<file path="src/hw/rtl/oaht_pkg.sv">
// Package for the open addressing hash table core.
// Holds payload structs, command/status codes and state enums.
// No dependencies.
package oaht_pkg;

  localparam int unsigned SIZE_W = 11;  // width of table_size and of slot/probe counters
  localparam int unsigned LEN_W  = 4;
  localparam int unsigned KEY_W  = 64;

  typedef enum logic [1:0] {
    CMD_INSERT = 2'd0,
    CMD_LOOKUP = 2'd1,
    CMD_CLEAR  = 2'd2,
    CMD_NOP    = 2'd3
  } cmd_e;

  typedef enum logic [2:0] {
    ST_INSERTED  = 3'd0,
    ST_PRESENT   = 3'd1,
    ST_FULL      = 3'd2,
    ST_FOUND     = 3'd3,
    ST_NOT_FOUND = 3'd4,
    ST_CLEARED   = 3'd5
  } status_e;

  typedef struct packed {
    logic [1:0]       cmd;
    logic [KEY_W-1:0] key_bytes;
    logic [LEN_W-1:0] key_length;
  } in_t;

  typedef struct packed {
    logic [2:0] status;
    logic [9:0] slot_index;
    logic [9:0] probe_count;
  } out_t;

  // Classified command handed from front to back
  typedef struct packed {
    cmd_e              cmd;
    logic [KEY_W-1:0]  key;
    logic [LEN_W-1:0]  len;
    logic [SIZE_W-1:0] home;
  } qent_t;

  typedef enum logic [1:0] {
    F_IDLE,
    F_HASH,
    F_PUSH
  } front_state_e;

  typedef enum logic [2:0] {
    B_CLEAR,
    B_IDLE,
    B_READ,
    B_CHECK,
    B_EMIT
  } back_state_e;

endpackage

</file>
<file path="src/hw/rtl/oaht_queue.sv">
// Two-entry queue between front and back parts.
// Carries oaht_pkg::qent_t; uses oaht_pkg.
module oaht_queue (
  input  logic            clk_i,
  input  logic            rst_ni,
  input  logic            enq_i,
  input  oaht_pkg::qent_t enq_data_i,
  output logic            full_o,
  input  logic            deq_i,
  output oaht_pkg::qent_t deq_data_o,
  output logic            empty_o
);

  oaht_pkg::qent_t mem_q [2];
  logic            wr_q, rd_q;
  logic [1:0]      cnt_q;

  assign full_o     = (cnt_q == 2'd2);
  assign empty_o    = (cnt_q == 2'd0);
  assign deq_data_o = mem_q[rd_q];

  always_ff @(posedge clk_i or negedge rst_ni) begin
    if (!rst_ni) begin
      wr_q  <= 1'b0;
      rd_q  <= 1'b0;
      cnt_q <= 2'd0;
    end else begin
      if (enq_i) begin
        wr_q <= ~wr_q;
      end
      if (deq_i) begin
        rd_q <= ~rd_q;
      end
      cnt_q <= cnt_q + {1'b0, enq_i} - {1'b0, deq_i};
    end
  end

  always_ff @(posedge clk_i) begin
    if (enq_i) begin
      mem_q[wr_q] <= enq_data_i;
    end
  end

  a_no_overflow: assert property (@(posedge clk_i) disable iff (!rst_ni)
    enq_i |-> !full_o)
    else $error("queue overflow");
  a_no_underflow: assert property (@(posedge clk_i) disable iff (!rst_ni)
    deq_i |-> !empty_o)
    else $error("queue underflow");
  a_count: assert property (@(posedge clk_i) disable iff (!rst_ni)
    cnt_q != 2'd3)
    else $error("queue count corrupt");

endmodule

</file>
<file path="config.mk">
export PLATFORM = sky130hd
export DESIGN_NAME = oaht_queue
export DESIGN_NICKNAME = d
export VERILOG_FILES = /design/src/hw/rtl/oaht_pkg.sv /design/src/hw/rtl/oaht_queue.sv
export SDC_FILE = /design/constraint.sdc
export NUM_CORES = 1
export LEC_CHECK = 0
export BUFFER_PORTS_ARGS = -buffer_cell sky130_fd_sc_hd__buf_2
export CELL_PAD_IN_SITES_DETAIL_PLACEMENT = 2
export CELL_PAD_IN_SITES_GLOBAL_PLACEMENT = 2
export CORE_UTILIZATION = 39
export DETAILED_ROUTE_END_ITERATION = 12
export GPL_ROUTABILITY_DRIVEN = 0
export HOLD_SLACK_MARGIN = 0.15
export PLACE_DENSITY_LB_ADDON = 0.1
export SYNTH_ARGS = -nofsm -noshare
export SYNTH_HDL_FRONTEND = slang
export SYNTH_SLANG_ARGS = --single-unit
</file>
<file path="constraint.sdc">
create_clock -name clk_i -period 6 [get_ports clk_i]
set_input_delay 0.6 -clock clk_i [delete_from_list [all_inputs] [get_ports clk_i]]
set_output_delay 0.6 -clock clk_i [all_outputs]
set_load 0.1 [all_outputs]
</file>
; ---- After elaboration in Yosys (flattened, before gate mapping)
; Memories as Yosys holds them, arrays and structs flattened.
; Index checks and enable logic that the tools add are counted.
[word_totals]
register_bits = 4
output_inout_bits = 83
word_cells = 12
n_memories = 1
ramBits = 162
inputBits = 85
[classes]
n_addsub = 2
n_reduce_logical = 1
muxes = 2
bitwise = 2
eq_ne = 1
[mem_list]
columns = name, words, width, rd, rd_ports_with_merged_regs, wr, line
row1 = mem_q, 2, 81, 1, 0, 1, oaht_queue.sv:14  ; oaht_pkg::qent_t mem_q [2];
[op_table]
columns = operator, count
row1 = $add A2 B1 Y2, 1
row2 = $eq A2 B2 Y1 const B, 1
row3 = $logic_not A2 Y1, 1
row4 = $mux W1, 2
row5 = $not A1 Y1, 2
row6 = $sub A2 B1 Y2, 1

; ---- Logic depth before layout (Yosys ltp)
[depth]
ltp_word = 2
ltp_mapped = 5
depth_no_buf = 5

; ---- Worst setup path before layout
; OpenSTA, ideal clock, no wires.
[synth_timing]
path_kind = input port to flip-flop
startpoint = input port enq_i
endpoint = memory mem_q[0][0] in the netlist's numbering (enable)
path_buffers = 0
setup_slack_ns = 1.329
t_required_ns = 5.469
cell_stages = 1
setup_time_ns = 0.531
t_arrival_ns = 4.141
cell_sequence = nor2b_1
[synth_between]
elab_chain_len = 2
[synth_lines]
columns = element, line
row1 = start: declaration, oaht_queue.sv:6  ; input logic enq_i,
row2 = $mux W1, oaht_queue.sv:39  ; if (enq_i) begin
row3 = $mux W1 (implied by the code), oaht_queue.sv:40  ; mem_q[wr_q] <= enq_data_i;
row4 = end: declaration, oaht_queue.sv:14
; No other way between the ends.

==> impl_metrics.tcl <==
set metrics [dict create \
    chipHeight_um 131 \
    antenna_found_initial 1 \
    synth_seq_cells 166 \
    wl_um 13400 \
    synth_warnings 0 \
    cts_setup_buffers 0 \
    postCtsResizedCells 0 \
    cts.clk_slew.worst_paths_ns 0.07 \
    die_w_um 131 \
    drive_above_1_share_pct 61.8 \
    placed_cell_area_um2 7410 \
    syn_inst 267 \
    synth_common_cells "edfxtp_1 (162), mux2_4 (79), buf_12 (8)" \
    grt_pass1_vias 3349 \
    grt_max_degree 54 \
    fin_ws_ns 2.50 \
    yosys.area.top_type "edfxtp_1" \
    clk_path_buf_depth 2 \
    maxSlewHeadroom_pct 27.3 \
    die-area_um2 17000 \
    port_buffers 167 \
    fin_setup_tns_ns 0 \
    clkSinkCount 166 \
    crit_required_ns 5.40 \
    boundaryPins 168 \
    synth_top_cells_by_area "edfxtp_1 (76%), mux2_4 (18%), buf_12 (2.5%)" \
    start_util_pct 40.3 \
    area_growth_syn_to_layout_pct 26.2 \
    synthArstFlopShare_pct 2.41 \
    final_util_pct 50.8 \
    nets 535 \
    cts-root-buf "clkbuf_16" \
    min_path_type "in -> reg" \
    yosys_most_used_dff "edfxtp_1" \
    tritoncts "done" \
    rsz0062_at_grt "no" \
    dr.pass1.iters 4 \
    overflow 0 \
    ys_seq_area_share_pct 77.1 \
    ctsHoldBuffers 1 \
    regArea_um2 4970 \
    vias 3077 \
    end_kind "output port" \
    drc 0 \
    hpwl_um 8640 \
    startpoint_type "flop" \
    syn_nets 354 \
    setup_violations 0 \
    postLayoutCellArea_um2 8130 \
    period_minus_slack_ns 3.50 \
    crit_path_max_fanout 53 \
    vias_per_cell 4.54 \
    multiInputGateArea_um2 1310 \
    fillCellCount 1489 \
    fmax_mhz 286 \
    grt_use_total_pct 16.4 \
    crit_type "reg -> out" \
    drtIter0Drc 92 \
    synth_edf_count 162 \
    slew_viol_final 0 \
    yosys.cell_types.count 13 \
    preCtsSetupSlack_ns 2.89 \
    outcome "finished, final reports clean" \
    core-area_um2 16000 \
    wl_per_cell_um 19.7 \
    grt_pass1_wl_um 19300 \
    clkLatencyLatePin_ns 0.43 \
    synth.avg_cell_area_um2 24.1 \
    drv_cap 0 \
    fin_crit_sh_pct 58.3 \
    row_count 46 \
    tightest_slew_ns 1.09 \
    syn_area_um2 6440 \
    cts_buffers 17 \
    arrival_ns 2.90 \
    antenna_left 0 \
    skew_ns 0.00948 \
    synth_most_common_cell "edfxtp_1" \
    synth_top_area_share_pct 75.5 \
    cts_max_level 4 \
    hold_viol 0 \
]
==> through the flow <==
stage | hold slack (ns) | cells
after floorplan | 0.304 | 267
after global placement | 0.409 | 644
after detailed placement | 0.414 | 644
after CTS | 0.332 | 677
after global routing | 0.337 | 677
final | 0.358 | 678
==> registers in the layout (all words and copies together) (netlist names) <==
signal / count
mem_q: 162
cnt_q: 2
rd_q: 1
wr_q: 1
==> final cells by class <==
cell class / count / area share (%)
Antenna cell: 1 / 0.0308
Clock buffer: 18 / 5.28
Clock inverter: 14 / 3.42
Inverter: 2 / 0.0923
Multi-Input combinational cell: 90 / 16.1
Sequential cell: 166 / 61.1
Tap cell: 216 / 3.32
Timing Repair Buffer: 171 / 10.7
==> final timing paths <==
| path | from | endpoint | slack, ns | depth (start not counted) |
|---|---|---|---|---|
| worst max-delay path | rd_q$_DFFE_PN0P_ | deq_data_o[15] | 2.50 | 3 |
| worst min register to register | wr_q$_DFFE_PN0P_ | wr_q$_DFFE_PN0P_ | 0.59 | 1 |
| max in group asynchronous | rst_ni | rd_q$_DFFE_PN0P_ | 5.34 | 2 |
| min in group asynchronous | rst_ni | rd_q$_DFFE_PN0P_ | 0.52 | 2 |
| worst min-delay path | enq_data_i[2] | mem_q[0][2]$_DFFE_PP_ | 0.36 | 1 |
| worst max register to register | wr_q$_DFFE_PN0P_ | mem_q[0][20]$_DFFE_PP_ | 3.59 | 2 |
==> worst max-delay path, stage by stage, from the launching register on <==
cell and delay [ns]:
dfrtp_4 1.10, buf_4 0.62, mux2_4 0.27, buf_2 0.42
==> per-layer routing <==
metal / track usage [%] / up-vias / wire, um
met4: 7.71 / 0 / 186
met2: 27.6 / 104 / 7010
li1: - / 1422 / -
met5: 0 / - / 0
met1: 18.8 / 1537 / 5340
met3: 5.62 / 14 / 819
==> placed cells by master (no fill, tap or decap), types with 3 or more instances in the layout <==
cell,netlist,routed
buf_2,0,167
edfxtp_1,162,162
mux2_4,79,79
clkbuf_16,0,17
bufinv_16,0,8
clkinv_2,0,4
dfrtp_1,4,3
buf_4,0,3
==> kinds of logic after synthesis <==
kind of cell | share of synthesized area [%]
multiplexers | 18.8
flip-flops | 77.1
AND/OR/NAND/NOR | 0.350
adder cells (fa/ha/maj) | 0.388
buffers and inverters | 2.78
XOR/XNOR | 0.641
Power is left out: the tool's default activity adds up to more than one toggle a clock period on the data nets, which glitch-free logic cannot reach.
