--- config.mk ---
export PLATFORM = sky130hd
export DESIGN_NAME = oaht_front
export DESIGN_NICKNAME = d
export VERILOG_FILES = /design/src/hw/rtl/oaht_pkg.sv /design/src/hw/rtl/oaht_front.sv
export SDC_FILE = /design/constraint.sdc
export NUM_CORES = 1
export LEC_CHECK = 0
export BUFFER_PORTS_ARGS = -buffer_cell sky130_fd_sc_hd__buf_2
export CORE_UTILIZATION = 40
export CTS_BUF_LIST = sky130_fd_sc_hd__clkbuf_16
export DETAILED_ROUTE_END_ITERATION = 8
export GPL_TIMING_DRIVEN = 0
export PLACE_DENSITY = 0.65
export SLEW_MARGIN = 40
export SYNTH_ARGS = -nofsm -noshare
export SYNTH_HDL_FRONTEND = slang
export SYNTH_SLANG_ARGS = --single-unit
--- constraint.sdc ---
create_clock -name clk_i -period 4.85 [get_ports clk_i]
set_clock_uncertainty 0.2 [all_clocks]
set_input_delay 0.2425 -clock clk_i [delete_from_list [all_inputs] [get_ports clk_i]]
set_output_delay 0.2425 -clock clk_i [all_outputs]
set_load 0.02 [all_outputs]
--- src/hw/rtl/oaht_pkg.sv ---
// Package for the open addressing hash table core.
// Holds payload structs, command/status codes and state enums.
// No dependencies.
package oaht_pkg;

  localparam int unsigned SIZE_W = 11;  // width of table_size and of slot/probe counters
  localparam int unsigned LEN_W  = 4;
  localparam int unsigned KEY_W  = 64;

  typedef enum logic [1:0] {
    CMD_INSERT = 2'd0,
    CMD_LOOKUP = 2'd1,
    CMD_CLEAR  = 2'd2,
    CMD_NOP    = 2'd3
  } cmd_e;

  typedef enum logic [2:0] {
    ST_INSERTED  = 3'd0,
    ST_PRESENT   = 3'd1,
    ST_FULL      = 3'd2,
    ST_FOUND     = 3'd3,
    ST_NOT_FOUND = 3'd4,
    ST_CLEARED   = 3'd5
  } status_e;

  typedef struct packed {
    logic [1:0]       cmd;
    logic [KEY_W-1:0] key_bytes;
    logic [LEN_W-1:0] key_length;
  } in_t;

  typedef struct packed {
    logic [2:0] status;
    logic [9:0] slot_index;
    logic [9:0] probe_count;
  } out_t;

  // Classified command handed from front to back
  typedef struct packed {
    cmd_e              cmd;
    logic [KEY_W-1:0]  key;
    logic [LEN_W-1:0]  len;
    logic [SIZE_W-1:0] home;
  } qent_t;

  typedef enum logic [1:0] {
    F_IDLE,
    F_HASH,
    F_PUSH
  } front_state_e;

  typedef enum logic [2:0] {
    B_CLEAR,
    B_IDLE,
    B_READ,
    B_CHECK,
    B_EMIT
  } back_state_e;

endpackage

--- src/hw/rtl/oaht_front.sv ---
// Front part: accepts commands, clamps and masks the key, computes the home slot.
// Hashing runs one bit a cycle with a compare-subtract modulo. Uses oaht_pkg.
module oaht_front #(
  parameter int unsigned KEY_CHARS = 8
) (
  input  logic                         clk_i,
  input  logic                         rst_ni,
  input  oaht_pkg::in_t                in_i,
  input  logic                         push_i,
  output logic                         full_o,
  input  logic [oaht_pkg::SIZE_W-1:0]  size_i,
  output oaht_pkg::qent_t              enq_data_o,
  output logic                         enq_o,
  input  logic                         q_full_i
);

  oaht_pkg::front_state_e state_q, state_d;
  oaht_pkg::qent_t        ent_q, ent_d;
  logic [oaht_pkg::SIZE_W-1:0] h_q, h_d;
  logic [3:0]             byte_q, byte_d;
  logic [2:0]             phase_q, phase_d;

  logic                   accept;
  logic [oaht_pkg::LEN_W-1:0] len_c;
  logic [oaht_pkg::KEY_W-1:0] key_c;
  logic [7:0]             cur_byte;
  logic [oaht_pkg::SIZE_W:0] t_sum;
  logic [oaht_pkg::SIZE_W-1:0] t_rem;

  assign accept = push_i && !full_o;

  always_comb begin
    len_c = in_i.key_length;
    if (in_i.key_length > oaht_pkg::LEN_W'(KEY_CHARS)) begin
      len_c = oaht_pkg::LEN_W'(KEY_CHARS);
    end
    for (int k = 0; k < 8; k++) begin
      key_c[k*8 +: 8] = (oaht_pkg::LEN_W'(k) < len_c) ? in_i.key_bytes[k*8 +: 8] : 8'h00;
    end
  end

  // (128*h + b) mod size: add the top bit, then double in the remaining seven
  always_comb begin
    cur_byte = ent_q.key[{byte_q[2:0], 3'b000} +: 8];
    if (phase_q == 3'd0) begin
      t_sum = {1'b0, h_q} + {{oaht_pkg::SIZE_W{1'b0}}, cur_byte[7]};
    end else begin
      t_sum = {h_q, cur_byte[~phase_q]};
    end
    if (t_sum >= {1'b0, size_i}) begin
      t_sum = t_sum - {1'b0, size_i};
    end
    t_rem = t_sum[oaht_pkg::SIZE_W-1:0];
  end

  // next state
  always_comb begin
    state_d = state_q;
    ent_d   = ent_q;
    h_d     = h_q;
    byte_d  = byte_q;
    phase_d = phase_q;
    case (state_q)
      oaht_pkg::F_IDLE: begin
        if (accept) begin
          ent_d.cmd  = oaht_pkg::cmd_e'(in_i.cmd);
          ent_d.key  = key_c;
          ent_d.len  = len_c;
          ent_d.home = '0;
          h_d        = '0;
          byte_d     = '0;
          phase_d    = '0;
          if (oaht_pkg::cmd_e'(in_i.cmd) == oaht_pkg::CMD_NOP) begin
            state_d = oaht_pkg::F_IDLE;
          end else if (oaht_pkg::cmd_e'(in_i.cmd) == oaht_pkg::CMD_CLEAR || len_c == '0) begin
            state_d = oaht_pkg::F_PUSH;
          end else begin
            state_d = oaht_pkg::F_HASH;
          end
        end
      end
      oaht_pkg::F_HASH: begin
        h_d     = t_rem;
        phase_d = phase_q + 3'd1;
        if (phase_q == 3'd7) begin
          byte_d = byte_q + 4'd1;
          if (byte_q + 4'd1 == ent_q.len) begin
            ent_d.home = t_rem;
            state_d    = oaht_pkg::F_PUSH;
          end
        end
      end
      oaht_pkg::F_PUSH: begin
        if (!q_full_i) begin
          state_d = oaht_pkg::F_IDLE;
        end
      end
      default: state_d = oaht_pkg::F_IDLE;
    endcase
  end

  // outputs
  always_comb begin
    full_o     = (state_q != oaht_pkg::F_IDLE);
    enq_o      = (state_q == oaht_pkg::F_PUSH) && !q_full_i;
    enq_data_o = ent_q;
  end

  always_ff @(posedge clk_i or negedge rst_ni) begin
    if (!rst_ni) begin
      state_q <= oaht_pkg::F_IDLE;
    end else begin
      state_q <= state_d;
    end
  end

  always_ff @(posedge clk_i) begin
    ent_q   <= ent_d;
    h_q     <= h_d;
    byte_q  <= byte_d;
    phase_q <= phase_d;
  end

  a_hash_in_range: assert property (@(posedge clk_i) disable iff (!rst_ni)
    state_q == oaht_pkg::F_HASH |-> h_q < size_i)
    else $error("hash remainder out of range");
  a_hash_len: assert property (@(posedge clk_i) disable iff (!rst_ni)
    state_q == oaht_pkg::F_HASH |-> byte_q < ent_q.len)
    else $error("hashing past key length");
  a_push_hold: assert property (@(posedge clk_i) disable iff (!rst_ni)
    state_q == oaht_pkg::F_PUSH && q_full_i |=> state_q == oaht_pkg::F_PUSH && $stable(ent_q))
    else $error("queued entry lost while stalled");

endmodule

---- Word level (Yosys, flattened, before mapping) ----
Cells that the tools add are included.
word-level totals
  register bits after elaboration ......... 101
  bits of input ports ..................... 85
  word-level logic and storage cells ...... 80
operators by class
  $add $sub $neg .......................... 4
  order comparisons ....................... 11
  equal/unequal tests ..................... 10
  shift operators ......................... 1
  multiplexer cells ....................... 23
  bitwise logic cells ..................... 1
  reduce and logical (&&, ||, !) cells .... 15
operators by type and width
  kind                                                         number
  indexed part select 64 x 7 -> 8 bit                          1
  2-to-1 mux 11 bit                                            5
  one-hot mux 11 bit (2 select lines)                          2
  less-than comparator 3 x 4 -> 1 bit (first input constant)   4
  adder 11 x 1 -> 12 bit                                       1
  greater-or-equal comparator 12 x 11 -> 1 bit                 1
  2-to-1 mux 12 bit                                            1
  2-to-1 mux 2 bit                                             6
  2-to-1 mux 4 bit                                             3
  subtractor 11 bit                                            1
  less-than comparator 1 x 4 -> 1 bit (first input constant)   2
  less-than comparator 2 x 4 -> 1 bit (first input constant)   2
  != test 2 bit (second input constant)                        4
  one-hot mux 4 bit (2 select lines)                           1
  AND reduction 4 bit                                          2
  equality test 2 bit (second input constant)                  3
  one-hot mux 2 bit (3 select lines)                           1
  one-hot mux 3 bit (2 select lines)                           1
  adder 4 x 1 -> 4 bit (second input constant)                 1
  equality test 4 bit                                          1
  greater-than comparator 4 bit (second input constant)        1
  logical NOT 4 bit                                            1
  less-than comparator 3 x 4 -> 1 bit (second input constant)  1
  AND reduction 2 bit                                          2
  other kinds (14)                                             17

---- Longest topological paths before layout ----
  word-level depth ........................ 9
  mapped depth ............................ 18

---- Worst setup path after synthesis ----
Ideal clock, no wire load.
  path kind ............................... register to register
  from .................................... register byte_q[0]
  to ...................................... register ent_q, in the netlist enq_data_o[10] (data pin)
  arrival ................................. 3.666 ns
  data required time ...................... 4.408 ns
  path slack .............................. 0.743 ns
  cell stages (with the launch flop) ...... 15
  period minus slack after synthesis ...... 4.107 ns
  cells stage by stage .................... edfxtp_1 buf_6 mux4_2 mux2_2 ha_1 o221ai_2 ha_1 fa_1 nand2b_1 a211oi_1 a211oi_1 o221a_2 a21oi_1 nor2_1 a2111oi_0
RTL lines
  item                      RTL line           text
  start: declaration        oaht_front.sv:20   logic [3:0] byte_q, byte_d;
  start signal: assignment  oaht_front.sv:120  byte_q <= byte_d;
  end signal: assignment    oaht_front.sv:118  ent_q <= ent_d;
  end: declaration          oaht_front.sv:18   oaht_pkg::qent_t ent_q, ent_d;

---- Worst setup path after layout ----
  from .................................... register byte_q[0]
  to ...................................... register h_q[10] (netlist name) (data pin)
between the ends
  word-level cells in the longest chain between the ends .. 7
ends and longest elaborated chain
  item                                                                                      RTL line                            text
  indexed part select 64 x 7 -> 8 bit *                                                     oaht_front.sv:44                    cur_byte = ent_q.key[{byte_q[2:0], 3'b000} +: 8];
  branches (longest 2 deep; another with adder 11 x 1 -> 12 bit)                            --
  2-to-1 mux 12 bit *                                                                       oaht_front.sv:45                    if (phase_q == 3'd0) begin
  subtractor 11 bit / greater-or-equal comparator 12 x 11 -> 1 bit (equally long branches)  oaht_front.sv:51, oaht_front.sv:50
  2-to-1 mux 11 bit *                                                                       oaht_front.sv:50                    if (t_sum >= {1'b0, size_i}) begin
  one-hot mux 11 bit (2 select lines) *                                                     oaht_front.sv:63                    case (state_q)
  end signal: assignment                                                                    oaht_front.sv:119                   h_q <= h_d;
  end: declaration                                                                          oaht_front.sv:19                    logic [oaht_pkg::SIZE_W-1:0] h_q, h_d;
Every way passes the cells marked *. The select of a mux whose other input is x is not followed.
A chain may end at the register's enable or synchronous reset.

==> flow_summary.toml <==
[final_layout]
final_layout_size_suffix_gt1_frac = 0.3358
most-common-layout-cells = "buf_2 (170), edfxtp_1 (99), nor2b_1 (56)"
antenna_cells = 0
fillCellCount = 1123
synthToLayoutAreaGrowth_pct = 36.07
fin_nets = 765
final_common_cell = "buf_2"
stdcell_count = 836
fin_area_um2 = 7259

[detailed_routing]
viasPerCell = 5.080
drt_iter0_markers = 223
drc = 0
firstDrtPassIters = 5
drt_wl_total_um = 14620
ant_nets = 0
wl_per_cell_um = 17.48
num_vias = 4247

[yosys]
ys_types = 50
ys_async_sr_fraction = 0.01980
syn_avg_cell_area_um2 = 12.29
synth_fp_nets = 537
synth-edff-count = 99
ys_seq_elements = 101
ys_seq_area_frac = 0.5666
ys.flop_type = "edfxtp_1"
syn_inst = 434
synth_area_um2 = 5335
yosys_warnings = 0

[critical_path]
path_max_fanout = 10
cpMaxStageDelayCell = "mux4_2"
cp-end-kind = "flip-flop"
cp_top_family = "compound AO/OA/AOI/OAI gates"
crit_buf_inv = 1
cp.required_ns = 4.74
cpMostUsedCell = "ha_1"
crit_type = "flip-flop to flip-flop"
start_kind = "flip-flop"
path_cells = "buf_8 > mux4_2 > mux2_2 > ha_1 > ha_1 > nand2_1 > mux2i_1 > a21oi_1 > ha_1 > nand2_1 > a211oi_2 > a211oi_2 > o221a_2 > a21oi_2 > nor2_1 > a2111oi_2"
arrival_ns = 4.50
r2r_slack_ns = 0.24
slowest_delay_ns = 0.53
r2r_cells = 16
cp_num_cells = 16

[global_routing]
overflow = 0
grt_first_pass_wirelength_um = 22870
antenna_found_initial = 0
track_usage = 0.2162
grt_max_degree = 38
first_global_vias = 4408

[floorplanning]
io-pin-count = 168
die_h_um = 117.5
rows = 41
dieArea_um2 = 13800
die_w_um = 117.5
start_util = 0.4160
core_area_um2 = 12820

[clocking]
cts_sinks = 101
cts_inserted_buffers = 9
cts.path.max_buffers = 2
h-tree-depth = 3
tritoncts = "done"
clk_latency_ns = 0.34
clk_pin_slew_worst_paths_ns = 0.07
cts_root_buf = "clkbuf_16"

[power_and_ir_drop]
power.density_nw_per_um2 = 599.9
leakage_nw = 3.015
irDropWorstVdd_uv = 224.0
p_total_w = 0.004355

[placed_design]
placed_cell_area_um2 = 6442
hpwlAfterDp_um = 10820
portBuffers = 165
gp_congestion = 0.7853
placed_cells = 775

[timing]
whs_ns = 0.008870
worstMarginPinSlew_ns = 0.7846
slew_violations = 0
relSlewSlack = 0.4750
setup_violations = 0
period_needed_ns = 4.611
rsz0062_at_grt = "false"
hold_viol_final = 0
fmax_mhz = 216.9
fin_crit_sh = 0.9508

[job]
cap_violations = 0

[run_status]
outcome = "finished, final reports clean"

[hold_path]
hold_class = "input pin to asynchronous set/reset pin"
-- per-stage QoR --
| step | TNS [ns] | setup WS (ns) | utilization |
|---|---|---|---|
| 6_report | 0 | 0.2385 | 0.5660 |
| 2_1_floorplan | 0 | 0.7428 | - |
| 3_3_place_gp | -0.4044 | -0.2022 | 0.4972 |
| 4_1_cts | 0 | 0.04824 | 0.5627 |
| 5_1_grt | 0 | 0.05506 | 0.5660 |
| 3_5_place_dp | -0.5306 | -0.2534 | 0.5023 |
-- Yosys cell counts, drive strengths merged (9+ instances only) --
library cell	n	area share
o21ai	9	0.0084
clkbuf	9	0.0063
ha	17	0.040
mux4	14	0.063
and2	21	0.025
nor2b	57	0.067
edfxtp	99	0.56
nand3	11	0.010
mux2i	11	0.021
a21oi	26	0.024
nand2	42	0.030
nor2	18	0.013
inv	20	0.014
-- state kept, by name, indices dropped and copies added (netlist names) --
| name | count |
|---|---|
| enq_data_o | 81 |
| h_q | 11 |
| phase_q | 3 |
| byte_q | 4 |
| state_q | 2 |
-- area by class of cell --
cell class,count,area [um2],area share
Multi-Input combinational cell,297,2236,0.3080
Timing Repair Buffer,218,1349,0.1858
Tap cell,172,215.2,0.02964
Buffer,15,85.08,0.01172
Sequential cell,101,3023,0.4164
Clock inverter,4,51.30,0.007067
Clock buffer,9,225.2,0.03102
Inverter,20,75.07,0.01034
-- timing repair --
action | 4_1_cts | 5_1_grt
resized for setup | 3 | 13
buffers inserted | 1 | 0
setup endpoints to repair | 8 | 22
endpoints found under the hold margin | 49 | 0
pin swaps | 0 | 1
hold buffers | 48 | 0
-- final timing paths --
check | startpoint | endpoint
worst max-delay path | byte_q[0]$_SDFFCE_PN0P_ | h_q[10]$_DFFE_PP_
worst min-delay path | rst_ni | state_q[1]$_DFFE_PN0P_
worst max register to register | byte_q[0]$_SDFFCE_PN0P_ | h_q[10]$_DFFE_PP_
worst min register to register | byte_q[3]$_SDFFCE_PN0P_ | byte_q[3]$_SDFFCE_PN0P_
max in group asynchronous | rst_ni | state_q[0]$_DFFE_PN0P_
min in group clk_i | in_i[65] | enq_data_o[76]$_SDFFCE_PN0P_
-- worst register-to-register path, cell delays in order (launching register included) --
cell and delay (ns):
edfxtp_1 0.45, buf_8 0.20, mux4_2 0.53, mux2_2 0.32, ha_1 0.21, ha_1 0.21
nand2_1 0.12, mux2i_1 0.20, a21oi_1 0.12, ha_1 0.38, nand2_1 0.11, a211oi_2 0.19
a211oi_2 0.09, o221a_2 0.33, a21oi_2 0.21, nor2_1 0.08, a2111oi_2 0.42
-- power by group --
part,switching (W),total (W),internal [W]
logic,0.00134,0.00218,0.000839
registers,0.000162,0.00148,0.00132
clock network,0.000300,0.000692,0.000392
-- cell families after synthesis --
kind of cell    Yosys count  share of synthesized area
fa+ha+maj                18                    0.04362
compound gates           62                    0.07575
buf+inv                  36                    0.02908
flops                   101                     0.5666
simple gates            178                     0.1778
mux                      27                    0.08748
xor+xnor                 12                    0.01970
-- layer usage --
layer | vias to the layer above | global-route usage | routed length [um]
li1 | 2047 | - | -
met1 | 2028 | 0.2483 | 5856
met2 | 151 | 0.3891 | 7534
met3 | 21 | 0.04700 | 932
met4 | 0 | 0.08814 | 292
met5 | - | 0 | 0
No activity file was read; power rests on OpenSTA's default activity.
